$ cat src/design/assert_macros.svh
// Assertion helpers; compiled out for synthesis.
`ifndef ASSERT_MACROS_SVH
`define ASSERT_MACROS_SVH
`ifndef SYNTHESIS
// prop must hold at every clock edge out of reset
`define ASSERT_ALWAYS(label, prop, msg) \
	label: assert property (@(posedge clk) disable iff (!arst_n) (prop)) else $error(msg);
// cond must never be true out of reset
`define ASSERT_NEVER(label, cond, msg) \
	label: assert property (@(posedge clk) disable iff (!arst_n) !(cond)) else $error(msg);
`else
`define ASSERT_ALWAYS(label, prop, msg)
`define ASSERT_NEVER(label, cond, msg)
`endif
`endif

$ cat src/design/smt_pkg.sv
package smt_pkg;

	localparam int S_TDATA_W = 24;
	localparam int S_TUSER_W = 2;
	localparam int M_TDATA_W = 40;
	localparam int CFG_W     = 16;

	localparam int QDEPTH = 4;
	localparam int QPTR_W = $clog2(QDEPTH);
	localparam int QCNT_W = $clog2(QDEPTH + 1);

	// transaction kinds
	localparam logic [1:0] OP_WRITE = 2'd0;
	localparam logic [1:0] OP_READ  = 2'd1;
	localparam logic [1:0] OP_CMD   = 2'd2;

	// register indexes
	localparam logic REG_HALF = 1'b0;
	localparam logic REG_GAP  = 1'b1;

	localparam logic [7:0]  CMD_PREFIX = 8'h01;
	localparam logic [15:0] HALF_RESET = 16'd50;
	localparam logic [15:0] GAP_RESET  = 16'd1000;

	localparam logic [3:0] OUT_BITS_ONE = 4'd7;
	localparam logic [3:0] OUT_BITS_TWO = 4'd15;
	localparam logic [5:0] READ_BITS_M1 = 6'd7;
	localparam logic [5:0] GAP_BIT      = 6'd8;

	typedef enum logic [6:0] {
		PH_IDLE   = 7'b0000001,
		PH_OUT_LO = 7'b0000010,
		PH_OUT_HI = 7'b0000100,
		PH_GAP    = 7'b0001000,
		PH_IN_LO  = 7'b0010000,
		PH_IN_HI  = 7'b0100000,
		PH_DONE   = 7'b1000000
	} phase_t;

	// one classified tick as queued between front and sequencer
	typedef struct packed {
		logic        start;
		logic [1:0]  op;
		logic [15:0] shift;
		logic [3:0]  bits_m1;
		logic        miso;
	} q_entry_t;

	// one result tick, packed lowest field last
	typedef struct packed {
		logic [31:0] response;
		logic        done_res;
		logic        busy_res;
		logic        cs_n;
		logic        mosi;
		logic        sclk;
	} res_t;

endpackage

$ cat src/design/spi_master_transactions_core.sv
// An accepted tick enters the tick queue; its result is registered on m_tdata when dequeued.
// Throughput: one tick per cycle, s_tready drops only when the four-entry tick queue is full.
// A stalled m_tready backs up into the queue; the sequencer steps once per dequeued tick.
// Reset (arst_n low, asynchronous): queue empty, sequencer idle, no result pending;
// half_period_ticks returns to 50 and byte_gap_ticks to 1000.
// SPI mode 0, MSB first; bit and gap timing counts ticks, not clock cycles.
module spi_master_transactions_core
	import smt_pkg::*;
#(
	parameter int RESPONSE_BYTES = 4
) (
	input  logic                 clk,
	input  logic                 arst_n,
	// tick requests
	input  logic                 s_tvalid,
	output logic                 s_tready,
	// [0] start_req, [8:1] address, [16:9] value, [17] miso, rest zero
	input  logic [S_TDATA_W-1:0] s_tdata,
	// [1:0] kind
	input  logic [S_TUSER_W-1:0] s_tuser,
	// pin results
	output logic                 m_tvalid,
	input  logic                 m_tready,
	// [0] sclk, [1] mosi, [2] cs_n, [3] busy_res, [4] done_res, [36:5] response, rest zero
	output logic [M_TDATA_W-1:0] m_tdata,
	// register writes: 0 half_period_ticks, 1 byte_gap_ticks
	input  logic                 cfg_we,
	input  logic                 cfg_index,
	input  logic [CFG_W-1:0]     cfg_data
);

	// front end: decode kind and preload the outgoing shift word per request
	q_entry_t f_entry;
	logic     f_push;
	logic     q_full;

	// queue toward the pin sequencer
	q_entry_t q_entry;
	logic     q_empty;
	logic     q_pop;

	smt_front u_front (
		.s_tvalid (s_tvalid),
		.s_tready (s_tready),
		.s_tdata  (s_tdata),
		.s_tuser  (s_tuser),
		.q_full   (q_full),
		.push     (f_push),
		.entry    (f_entry)
	);

	smt_fifo u_fifo (
		.clk    (clk),
		.arst_n (arst_n),
		.push   (f_push),
		.din    (f_entry),
		.full   (q_full),
		.pop    (q_pop),
		.dout   (q_entry),
		.empty  (q_empty)
	);

	// back end: phase machine, tick and bit counters, output register
	smt_seq #(
		.RESPONSE_BYTES (RESPONSE_BYTES)
	) u_seq (
		.clk       (clk),
		.arst_n    (arst_n),
		.cfg_we    (cfg_we),
		.cfg_index (cfg_index),
		.cfg_data  (cfg_data),
		.in_valid  (!q_empty),
		.in_entry  (q_entry),
		.pop       (q_pop),
		.m_tvalid  (m_tvalid),
		.m_tready  (m_tready),
		.m_tdata   (m_tdata)
	);

endmodule

$ cat src/design/smt_front.sv
module smt_front
	import smt_pkg::*;
(
	input  logic                 s_tvalid,
	output logic                 s_tready,
	input  logic [S_TDATA_W-1:0] s_tdata,
	input  logic [S_TUSER_W-1:0] s_tuser,
	input  logic                 q_full,
	output logic                 push,
	output q_entry_t             entry
);

	logic [7:0] address;
	logic [7:0] value;

	assign address  = s_tdata[8:1];
	assign value    = s_tdata[16:9];
	assign s_tready = !q_full;
	assign push     = s_tvalid && !q_full;

	always_comb begin
		entry.start = s_tdata[0];
		entry.miso  = s_tdata[17];
		unique case (s_tuser)
			OP_WRITE: begin
				entry.op      = OP_WRITE;
				entry.shift   = {address, value};
				entry.bits_m1 = OUT_BITS_TWO;
			end
			OP_READ: begin
				entry.op      = OP_READ;
				entry.shift   = {address, 8'h00};
				entry.bits_m1 = OUT_BITS_ONE;
			end
			default: begin
				// command, also the unused fourth kind
				entry.op      = OP_CMD;
				entry.shift   = {CMD_PREFIX, address};
				entry.bits_m1 = OUT_BITS_TWO;
			end
		endcase
	end

endmodule

$ cat src/design/smt_fifo.sv
module smt_fifo
	import smt_pkg::*;
(
	input  logic     clk,
	input  logic     arst_n,
	input  logic     push,
	input  q_entry_t din,
	output logic     full,
	input  logic     pop,
	output q_entry_t dout,
	output logic     empty
);

	q_entry_t          mem_q [QDEPTH];
	logic [QPTR_W-1:0] wr_ptr_q;
	logic [QPTR_W-1:0] rd_ptr_q;
	logic [QCNT_W-1:0] count_q;

	assign full  = (count_q == QCNT_W'(QDEPTH));
	assign empty = (count_q == '0);
	assign dout  = mem_q[rd_ptr_q];

	always_ff @(posedge clk) begin
		if (push) begin
			mem_q[wr_ptr_q] <= din;
		end
	end

	always_ff @(posedge clk or negedge arst_n) begin
		if (!arst_n) begin
			wr_ptr_q <= '0;
			rd_ptr_q <= '0;
			count_q  <= '0;
		end else begin
			if (push) begin
				wr_ptr_q <= wr_ptr_q + QPTR_W'(1);
			end
			if (pop) begin
				rd_ptr_q <= rd_ptr_q + QPTR_W'(1);
			end
			if (push && !pop) begin
				count_q <= count_q + QCNT_W'(1);
			end else if (pop && !push) begin
				count_q <= count_q - QCNT_W'(1);
			end
		end
	end

endmodule

$ cat src/design/smt_seq.sv
`include "assert_macros.svh"
module smt_seq
	import smt_pkg::*;
#(
	parameter int RESPONSE_BYTES = 4
) (
	input  logic                 clk,
	input  logic                 arst_n,
	input  logic                 cfg_we,
	input  logic                 cfg_index,
	input  logic [CFG_W-1:0]     cfg_data,
	input  logic                 in_valid,
	input  q_entry_t             in_entry,
	output logic                 pop,
	output logic                 m_tvalid,
	input  logic                 m_tready,
	output logic [M_TDATA_W-1:0] m_tdata
);

	localparam int         IN_BITS    = RESPONSE_BYTES * 8;
	localparam logic [5:0] IN_BITS_M1 = 6'(IN_BITS - 1);

	logic [15:0] half_q;
	logic [15:0] gap_q;

	phase_t      phase_q, ph_n;
	logic [1:0]  op_q, op_n;
	logic [15:0] tc_q, tc_n;
	logic [5:0]  bc_q, bc_n;
	logic [15:0] os_q, os_n;
	logic [31:0] ins_q, ins_n;
	logic        mosi_q;

	res_t        res;
	res_t        out_q;
	logic        out_valid_q;

	logic [15:0] half_len;
	logic [15:0] gap_len;
	logic [15:0] tc_inc;

	assign half_len = (half_q == '0) ? 16'd1 : half_q;
	assign gap_len  = (gap_q == '0) ? 16'd1 : gap_q;

	assign pop      = in_valid && (!out_valid_q || m_tready);
	assign m_tvalid = out_valid_q;
	assign m_tdata  = {{(M_TDATA_W - $bits(res_t)){1'b0}}, out_q};

	always_comb begin
		ph_n   = phase_q;
		op_n   = op_q;
		tc_n   = tc_q;
		bc_n   = bc_q;
		os_n   = os_q;
		ins_n  = ins_q;
		res    = '0;
		res.cs_n     = 1'b1;
		res.busy_res = 1'b1;

		if (phase_q == PH_IDLE && in_entry.start) begin
			op_n  = in_entry.op;
			tc_n  = '0;
			ins_n = '0;
			ph_n  = PH_OUT_LO;
			os_n  = in_entry.shift;
			bc_n  = {2'b00, in_entry.bits_m1};
		end

		tc_inc = tc_n + 16'd1;

		unique case (ph_n)
			PH_IDLE: begin
				res.busy_res = 1'b0;
			end
			PH_DONE: begin
				res.busy_res = 1'b0;
				res.done_res = 1'b1;
				res.response = ins_n;
				ph_n         = PH_IDLE;
			end
			PH_OUT_LO: begin
				res.cs_n = 1'b0;
				res.mosi = os_n[15];
				if (tc_inc >= half_len) begin
					tc_n = '0;
					ph_n = PH_OUT_HI;
				end else begin
					tc_n = tc_inc;
				end
			end
			PH_OUT_HI: begin
				res.cs_n = 1'b0;
				res.sclk = 1'b1;
				res.mosi = os_n[15];
				if (tc_inc >= half_len) begin
					tc_n = '0;
					os_n = {os_n[14:0], 1'b0};
					if (bc_n == '0) begin
						if (op_n == OP_WRITE) begin
							ph_n = PH_DONE;
						end else begin
							bc_n = (op_n == OP_READ) ? READ_BITS_M1 : IN_BITS_M1;
							ph_n = PH_IN_LO;
						end
					end else begin
						if (op_n == OP_WRITE && bc_n == GAP_BIT && gap_q != '0) begin
							ph_n = PH_GAP;
						end else begin
							ph_n = PH_OUT_LO;
						end
						bc_n = bc_n - 6'd1;
					end
				end else begin
					tc_n = tc_inc;
				end
			end
			PH_GAP: begin
				// hold the last address bit on the data line
				res.cs_n = 1'b0;
				res.mosi = mosi_q;
				if (tc_inc >= gap_len) begin
					tc_n = '0;
					ph_n = PH_OUT_LO;
				end else begin
					tc_n = tc_inc;
				end
			end
			PH_IN_LO: begin
				res.cs_n = 1'b0;
				if (tc_inc >= half_len) begin
					tc_n = '0;
					ph_n = PH_IN_HI;
				end else begin
					tc_n = tc_inc;
				end
			end
			PH_IN_HI: begin
				res.cs_n = 1'b0;
				res.sclk = 1'b1;
				if (tc_inc >= half_len) begin
					tc_n  = '0;
					ins_n = {ins_n[30:0], in_entry.miso};
					if (bc_n == '0) begin
						ph_n = PH_DONE;
					end else begin
						bc_n = bc_n - 6'd1;
						ph_n = PH_IN_LO;
					end
				end else begin
					tc_n = tc_inc;
				end
			end
			default: begin
				ph_n         = PH_IDLE;
				res.busy_res = 1'b0;
			end
		endcase
	end

	always_ff @(posedge clk or negedge arst_n) begin
		if (!arst_n) begin
			half_q <= HALF_RESET;
			gap_q  <= GAP_RESET;
		end else if (cfg_we) begin
			unique case (cfg_index)
				REG_HALF: half_q <= cfg_data;
				REG_GAP:  gap_q  <= cfg_data;
				default:  ;
			endcase
		end
	end

	always_ff @(posedge clk or negedge arst_n) begin
		if (!arst_n) begin
			phase_q     <= PH_IDLE;
			op_q        <= OP_WRITE;
			tc_q        <= '0;
			bc_q        <= '0;
			os_q        <= '0;
			ins_q       <= '0;
			mosi_q      <= 1'b0;
			out_valid_q <= 1'b0;
		end else begin
			if (pop) begin
				phase_q <= ph_n;
				op_q    <= op_n;
				tc_q    <= tc_n;
				bc_q    <= bc_n;
				os_q    <= os_n;
				ins_q   <= ins_n;
				mosi_q  <= res.mosi;
			end
			if (pop) begin
				out_valid_q <= 1'b1;
			end else if (m_tready) begin
				out_valid_q <= 1'b0;
			end
		end
	end

	always_ff @(posedge clk) begin
		if (pop) begin
			out_q <= res;
		end
	end

	`ASSERT_ALWAYS(a_done_to_idle, (pop && phase_q == PH_DONE) |=> phase_q == PH_IDLE, "no idle after done")
	`ASSERT_ALWAYS(a_hold_no_pop, !pop |=> $stable({phase_q, tc_q, bc_q}), "step without tick")
	`ASSERT_NEVER(a_idle_cs_high, m_tvalid && !out_q.busy_res && !out_q.cs_n, "cs_n low while idle")

endmodule

$ cat config.mk
export PLATFORM = sky130hd
export DESIGN_NAME = spi_master_transactions_core
export DESIGN_NICKNAME = d
export VERILOG_FILES = /design/src/design/smt_pkg.sv /design/src/design/spi_master_transactions_core.sv /design/src/design/smt_front.sv /design/src/design/smt_fifo.sv /design/src/design/smt_seq.sv
export VERILOG_INCLUDE_DIRS = /design/src /design/src/design
export SDC_FILE = /design/constraint.sdc
export NUM_CORES = 1
export LEC_CHECK = 0
export ABC_AREA = 1
export BUFFER_PORTS_ARGS = -buffer_cell sky130_fd_sc_hd__clkbuf_2
export CORE_ASPECT_RATIO = 0.75
export CORE_MARGIN = 1.5
export CORE_UTILIZATION = 35
export CTS_CLUSTER_DIAMETER = 60
export DETAILED_ROUTE_END_ITERATION = 16
export PLACE_DENSITY = 0.51
export RECOVER_POWER = 25
export SLEW_MARGIN = 5
export SYNTH_ARGS = -nofsm -noshare
export SYNTH_HDL_FRONTEND = slang
export SYNTH_SLANG_ARGS = --single-unit
$ cat constraint.sdc
create_clock -name clk -period 5 [get_ports clk]
set_clock_uncertainty 0.2 [all_clocks]
set_input_delay 1 -clock clk [delete_from_list [all_inputs] [get_ports clk]]
set_output_delay 1 -clock clk [all_outputs]
set_load 0.1 [all_outputs]
Word level (Yosys, flattened, before mapping)
Memories as Yosys holds them, arrays and structs flattened.
Cells that the tools add are included.
{"block": "word_totals", "register_bits": 157, "mem_bits_rw": 96, "inputBits": 48, "elab_cells": 113, "n_memories": 1}
{"block": "classes", "n_addsub": 6, "order_cmp": 2, "eq_ne": 12, "mux": 44, "bitwise": 1, "n_reduce_logical": 28}
{"memory": "u_fifo.mem_q", "words": 4, "width": 24, "rd": 1, "rd_clocked_by_memory_dff": 0, "wr": 1, "line": "smt_fifo.sv:14", "rtl": "q_entry_t mem_q [QDEPTH];"}
{"op": "16-bit 2-to-1 mux", "count": 8}
{"op": "32-bit 2-to-1 mux", "count": 3}
{"op": "7-bit 2-to-1 mux", "count": 9}
{"op": "22-bit case mux with 2 select lines", "count": 1}
{"op": "7-bit case mux with 6 select lines", "count": 1}
{"op": "6-bit 2-to-1 mux", "count": 6}
{"op": "16-bit greater-or-equal comparator", "count": 2}
{"op": "16-bit logical NOT", "count": 2}
{"op": "16-bit case mux with 2 select lines", "count": 1}
{"op": "16-bit by 1-bit adder with 16-bit output, second input constant", "count": 1}
{"op": "16-bit nonzero test", "count": 1}
{"op": "7-bit by 1-bit == test with 1-bit output, second input constant", "count": 2}
{"op": "6-bit case mux with 2 select lines", "count": 1}
{"op": "1-bit 2-to-1 mux", "count": 8}
{"op": "7-bit by 2-bit == test with 1-bit output, second input constant", "count": 1}
{"op": "7-bit by 3-bit == test with 1-bit output, second input constant", "count": 1}
{"op": "7-bit by 4-bit == test with 1-bit output, second input constant", "count": 1}
{"op": "7-bit by 5-bit == test with 1-bit output, second input constant", "count": 1}
{"op": "7-bit by 6-bit == test with 1-bit output, second input constant", "count": 1}
{"op": "7-bit == test, second input constant", "count": 1}
{"op": "1-bit logical AND", "count": 7}
{"op": "6-bit by 4-bit == test with 1-bit output, second input constant", "count": 1}
{"op": "6-bit logical NOT", "count": 1}
{"op": "3-bit 2-to-1 mux", "count": 2}
{"op": "20 further kinds", "count": 30}

Depth between registers and ports, before layout
{"block": "logic_depth", "ltp_word": 10, "depth_mapped": 36, "depth_no_buf": 33}

Cells and area by module
From an unflattened synthesis, not the netlist that was laid out.
{"block": "hier_totals", "cells_unflattened": 1555, "hier_area_um2": 13419.1}
{"module": "smt_seq", "n_inst": 1, "cells_each": 1171, "area_each_um2": 8827.2, "seq_area_each_um2": 3951.3}
{"module": "smt_fifo", "n_inst": 1, "cells_each": 328, "area_each_um2": 4322.9, "seq_area_each_um2": 3057.9}
{"module": "smt_front", "n_inst": 1, "cells_each": 55, "area_each_um2": 265.3, "seq_area_each_um2": 0.0}
{"module": "spi_master_transactions_core", "n_inst": 1, "cells_each": 1, "area_each_um2": 3.8, "seq_area_each_um2": 0.0}

Worst setup path after synthesis
OpenSTA, ideal clock, no wires.
{"block": "synth_path", "path_kind": "register to register", "from": "register u_seq.phase_q[4]", "to": "register u_seq.ins_q[23]", "setup_ps": 195, "t_arrival_ps": 3887, "t_required_ps": 4605, "setup_slack_ps": 719, "path_stages_with_launch": 26, "path_buffers": 3, "synth_period_minus_slack_ps": 4281, "cell_sequence": "dfrtp_1 inv_1 nand3_2 nor2_4 nand2_8 inv_2 clkbuf_1 buf_1 nor2_1 ha_1 nand4_4 nor2_4 nand2_1 inv_1 nand4_1 xnor2_1 ha_1 inv_1 nor3_1 a211oi_1 nand2_4 nand2_2 buf_2 o21ai_1 nand2_1 o21ai_0"}
{"block": "synth_via", "elab_chain_cells": 7, "word_cells_on_any_way": 10, "classes_between": "1 x add/sub; 1 x order compare; 2 x eq/ne; 5 x mux; 1 x reduce/logical"}
{"element": "start: declaration", "line": "smt_seq.sv:26", "rtl": "phase_t phase_q, ph_n;"}
{"element": "start signal: assignment", "line": "smt_seq.sv:185", "rtl": "phase_q <= ph_n;"}
{"element": "7-bit by 1-bit == test with 1-bit output", "line": "smt_seq.sv:60", "rtl": "if (phase_q == PH_IDLE && in_entry.start) begin"}
{"element": "1-bit logical AND", "line": "smt_seq.sv:60"}
{"element": "16-bit 2-to-1 mux", "line": "smt_seq.sv:60"}
{"element": "16-bit by 1-bit adder with 16-bit output", "line": "smt_seq.sv:69", "rtl": "tc_inc = tc_n + 16'd1;"}
{"element": "16-bit greater-or-equal comparator", "line": "smt_seq.sv:140", "rtl": "if (tc_inc >= half_len) begin"}
{"element": "32-bit 2-to-1 mux", "line": "smt_seq.sv:140"}
{"element": "32-bit 2-to-1 mux (*)", "line": "smt_seq.sv:71", "rtl": "unique case (ph_n)"}
{"element": "end signal: assignment", "line": "smt_seq.sv:190", "rtl": "ins_q <= ins_n;"}
{"element": "end: declaration", "line": "smt_seq.sv:31", "rtl": "logic [31:0] ins_q, ins_n;"}
Every way passes the cells marked *; elsewhere a longest branch is shown, timed or not.
A chain may end at the register's enable or synchronous reset.

Worst setup path after layout
{"block": "layout_path", "from": "register u_fifo.rd_ptr_q[0]", "to": "register u_seq.ins_q[19]"}
{"block": "layout_via", "elab_chain_cells": 7, "word_cells_on_any_way": 10, "classes_between": "1 x add/sub; 1 x order compare; 1 x eq/ne; 5 x mux; 1 x reduce/logical; 1 x memory"}
{"element": "start: declaration", "line": "smt_fifo.sv:16", "rtl": "logic [QPTR_W-1:0] rd_ptr_q;"}
{"element": "start signal: assignment", "line": "smt_fifo.sv:39", "rtl": "rd_ptr_q <= rd_ptr_q + QPTR_W'(1);"}
{"element": "memory 4 x 24 bit (*)"}
{"element": "1-bit logical AND (*)", "line": "smt_seq.sv:60"}
{"element": "16-bit 2-to-1 mux", "line": "smt_seq.sv:60"}
{"element": "16-bit by 1-bit adder with 16-bit output", "line": "smt_seq.sv:69"}
{"element": "16-bit greater-or-equal comparator", "line": "smt_seq.sv:140"}
{"element": "32-bit 2-to-1 mux", "line": "smt_seq.sv:140"}
{"element": "32-bit 2-to-1 mux (*)", "line": "smt_seq.sv:71"}
Marked as above.

==> results.rst <==
.. list-table::
   :header-rows: 1

   * - Metric
     - Value
   * - Synth Flop Type
     - edfxtp_1
   * - Global-route track usage on met2
     - 23.3%
   * - Wire length after detailed routing
     - 27700 um
   * - Leakage
     - 6.25 nW
   * - Clock slew at reported path FFs
     - 0.06 ns
   * - Antenna diodes
     - 0
   * - Multi-input gate area
     - 4530 um^2
   * - Residual overflow from global routing
     - 0
   * - Final total power
     - 9.53 mW
   * - Post-CTS Setup Bufs
     - 0
   * - Vertical die dimension
     - 166 um
   * - Mapped Avg Cell Area
     - 8.56 um^2
   * - Crit path launch type
     - register
   * - Power density over cell area
     - 672 nW/um^2
   * - Unrepaired setup endpoints after global routing
     - no
   * - Max VDD drop
     - 0.360 mV
   * - Most frequent standard cell in the layout excluding fill and tap cells
     - nand2_1
   * - Endpoint kind of the worst setup timing path
     - register
   * - Failing checks
     - capacitance limit, slew limit
   * - Core area
     - 34700 um^2
   * - Number of endpoints failing setup at the final stage
     - 0
   * - Fraction of registers with async set/reset
     - 49.8%
   * - Data arrival time of the critical path
     - 4.82 ns
   * - Netlist Area Pre-Place
     - 12300 um^2
   * - X dimension of the die
     - 220 um
   * - Number of filler cells placed in the layout
     - 3515
   * - Worst slew margin relative to its limit
     - -21.2%
   * - Dpl ws
     - 0.490 ns
   * - Result of the run
     - finished, violations left
   * - Min Clock Period, post-route
     - 4.53 ns
   * - Number of remaining DRC errors
     - 0
   * - Total global routing track utilization
     - 15.6%
   * - Relative area change from synthesis to final layout
     - 14.8%
   * - Port buffer count
     - 80
   * - Final slew viol count
     - 68
   * - GR met1 Demand/Resource
     - 23.6%
   * - Smallest setup slack after layout
     - 0.465 ns
   * - Number of synthesized flops with an enable pin
     - 121
   * - Count of cells resized by post-cts repair
     - 0
   * - Number of sinks driven by the clock tree
     - 241
   * - Global-route layer with the greatest usage
     - met1
   * - Clock latency reported for the late side of the worst-skew pair
     - 0.56 ns
   * - Distinct cells, synth
     - 48
   * - Share of cells above drive strength 1
     - 12.4%
   * - Average wire length per cell after detail routing
     - 13.9 um
   * - Pin slew with the least headroom to its limit
     - 1.82 ns
   * - Vias in the first global route
     - 8815
   * - Core Rows
     - 59
   * - Number of placed I/O pins
     - 90
   * - Post-DP HPWL
     - 18000 um
   * - Global routing met3 resource utilization
     - 2.72%
   * - Number of maximum-capacitance violations
     - 1
   * - Weighted congestion at the end of routability-driven global placement
     - 0.807
   * - Type of the worst setup path
     - reg -> reg
   * - Global-route wire length before repair
     - 46100 um
   * - Count of H-tree levels built during CTS
     - 1
   * - Setup TNS
     - 0 ns
   * - 1st-iter DRT viols
     - 675
   * - Vias post-DR
     - 9361
   * - Via density per instance
     - 4.70
   * - Crit path max fanout
     - 64
   * - Post-route fraction of the period consumed by the critical path
     - 90.7%
   * - Maximum count of clock buffers along a single path
     - 3
   * - Number of antenna-violating nets in the routed design
     - 0
   * - CTS tree
     - yes
   * - Clock tree root driver cell
     - clkbuf_16
   * - Starting utilization of the core area
     - 35.6%
   * - Seq. cell area
     - 6650 um^2
   * - Post-synthesis sequential area ratio
     - 53.9%
   * - Final design utilization
     - 40.8%
   * - Number of antenna violations at the first check in global routing
     - 0
   * - Syn. warnings
     - 0
   * - Largest net degree at the start of global routing
     - 151
   * - Data required time of the worst path
     - 5.28 ns
   * - Count of hold-fix buffers inserted at cts
     - 0
   * - Final hold violation count
     - 0
   * - Net count of the finished layout
     - 1596
   * - Cell Count, Final, Fillers Out
     - 1990
   * - Initial DRT Pass Iterations
     - 5
   * - Post-synthesis register bit count
     - 241
   * - Number of cells produced by synthesis
     - 1442
   * - Most used cells in the layout excluding fill and tap cells
     - nand2_1, inv_1, nor2_1
   * - Full die area
     - 36400 um^2
   * - Worst min path class
     - reg -> reg
   * - DP Cell Count
     - 1936
   * - Internal reg-to-reg setup slack
     - 0.47 ns
   * - Maximum clock frequency
     - 0.221 GHz
   * - CTS Buf Count
     - 29
-- cells by family (layout without fill, tap and decap cells) --
logic type	Yosys count	count (layout)	share of synthesized area, %
simple gates	568	568	19.7
flops	241	241	53.9
mux	2	2	0.193
xor+xnor	21	21	1.49
fa+ha+maj	38	38	3.91
other cells	1	3	0.0304
compound gates	264	264	11.1
buf+inv	307	396	9.72
-- power breakdown --
group | leakage (nW) | internal (mW) | total [mW] | switching, mW
Sequential | 2.66 | 2.72 | 2.95 | 0.228
Combinational | 3.14 | 1.26 | 4.52 | 3.26
Clock | 0.449 | 1.21 | 2.06 | 0.853
Total | 6.25 | 5.19 | 9.53 | 4.34
-- final timing paths --
| path | from | depth (start not counted) | end |
|---|---|---|---|
| worst max-delay path | u_fifo.rd_ptr_q[0] | 26 | u_seq.ins_q[19] |
| worst min-delay path | u_seq.phase_q[1] | 2 | u_seq.phase_q[1] |
| worst max register to register | u_fifo.rd_ptr_q[0] | 26 | u_seq.ins_q[19] |
| worst min register to register | u_seq.phase_q[1] | 2 | u_seq.phase_q[1] |
| max in group asynchronous | arst_n | 2 | u_seq.gap_q[9] |
| min in group asynchronous | arst_n | 1 | u_seq.ins_q[15] |
-- per-layer routing --
metal	share of wire [%]	wire length (um)
met1	51	14100
met2	43	11900
met3	4.6	1280
met4	1.6	445
met5	0	0
-- cells in the mapped netlist, types with 2 or more instances --
master,instances,area [um^2]
nor2_2,4,25.0
buf_4,8,60.1
o211ai_1,2,15.0
nand4_1,11,68.8
nand3_2,2,20.0
clkinv_1,2,7.51
nand2_4,2,22.5
edfxtp_1,121,3630
xor2_1,14,123
nor4_4,2,42.5
ha_1,37,463
nor4_1,10,62.6
inv_1,232,871
nand2_2,6,37.5
a31oi_1,2,12.5
nor2_4,2,22.5
o21ai_0,124,621
a211oi_1,2,15.0
o22ai_1,21,131
dfrtp_1,110,2750
nor3_1,12,60.1
dfstp_2,10,263
o21ai_1,54,270
nand2_1,292,1100
buf_1,11,41.3
nor2_1,165,619
xnor2_1,7,61.3
buf_2,7,35.0
clkbuf_1,38,143
nand3_1,54,270
inv_2,7,26.3
a21oi_1,55,275
-- area by class of cell --
cell class | count | share of cell area, %
sequential | 241 | 46.9
multi-input combinational | 896 | 32.0
inverter | 242 | 6.42
clock buffer | 36 | 5.45
tap | 457 | 4.04
timing repair buffer | 100 | 4.03
clock inverter | 18 | 1.18
-- worst max-delay path, cell delays in order (launching register included) --
cell      delay [ns]
dfrtp_1         0.49
inv_2           0.11
nand2_1         0.05
nand3_1         0.07
nand2_1         0.16
nand2_8         0.14
nand2_1         0.08
nor3_2          0.18
nand2_1         0.09
nor2_1          0.24
nand4_1         0.20
nor2_1          0.28
nand3_1         0.14
xor2_1          0.15
inv_1           0.10
ha_1            0.32
a21oi_1         0.16
nor3_1          0.06
a211oi_1        0.18
buf_4           0.17
nand2_4         0.14
nand2_2         0.12
buf_12          0.26
nand2_1         0.09
o21ai_1         0.10
nand2_1         0.07
o21ai_1         0.10
-- sequential cells by signal, indices dropped and copies added (netlist names), 3 cells and up --
signal and cells:
u_seq.ins_q 32, u_seq.m_tdata 37, u_seq.phase_q 7, u_seq.half_q 16, u_seq.gap_q 16, u_seq.bc_q 6, u_fifo.count_q 3, u_seq.tc_q 16
u_fifo.mem_q 84, u_seq.os_q 16
-- stage by stage --
stage	cell area [um^2]	hold WS, ns
6_report	14200	0.280
5_1_grt	14200	0.292
4_1_cts	14200	0.284
3_5_place_dp	13200	0.267
3_3_place_gp	13200	0.262
2_1_floorplan	12400	0.249
(Power assumes the default switching activity.)
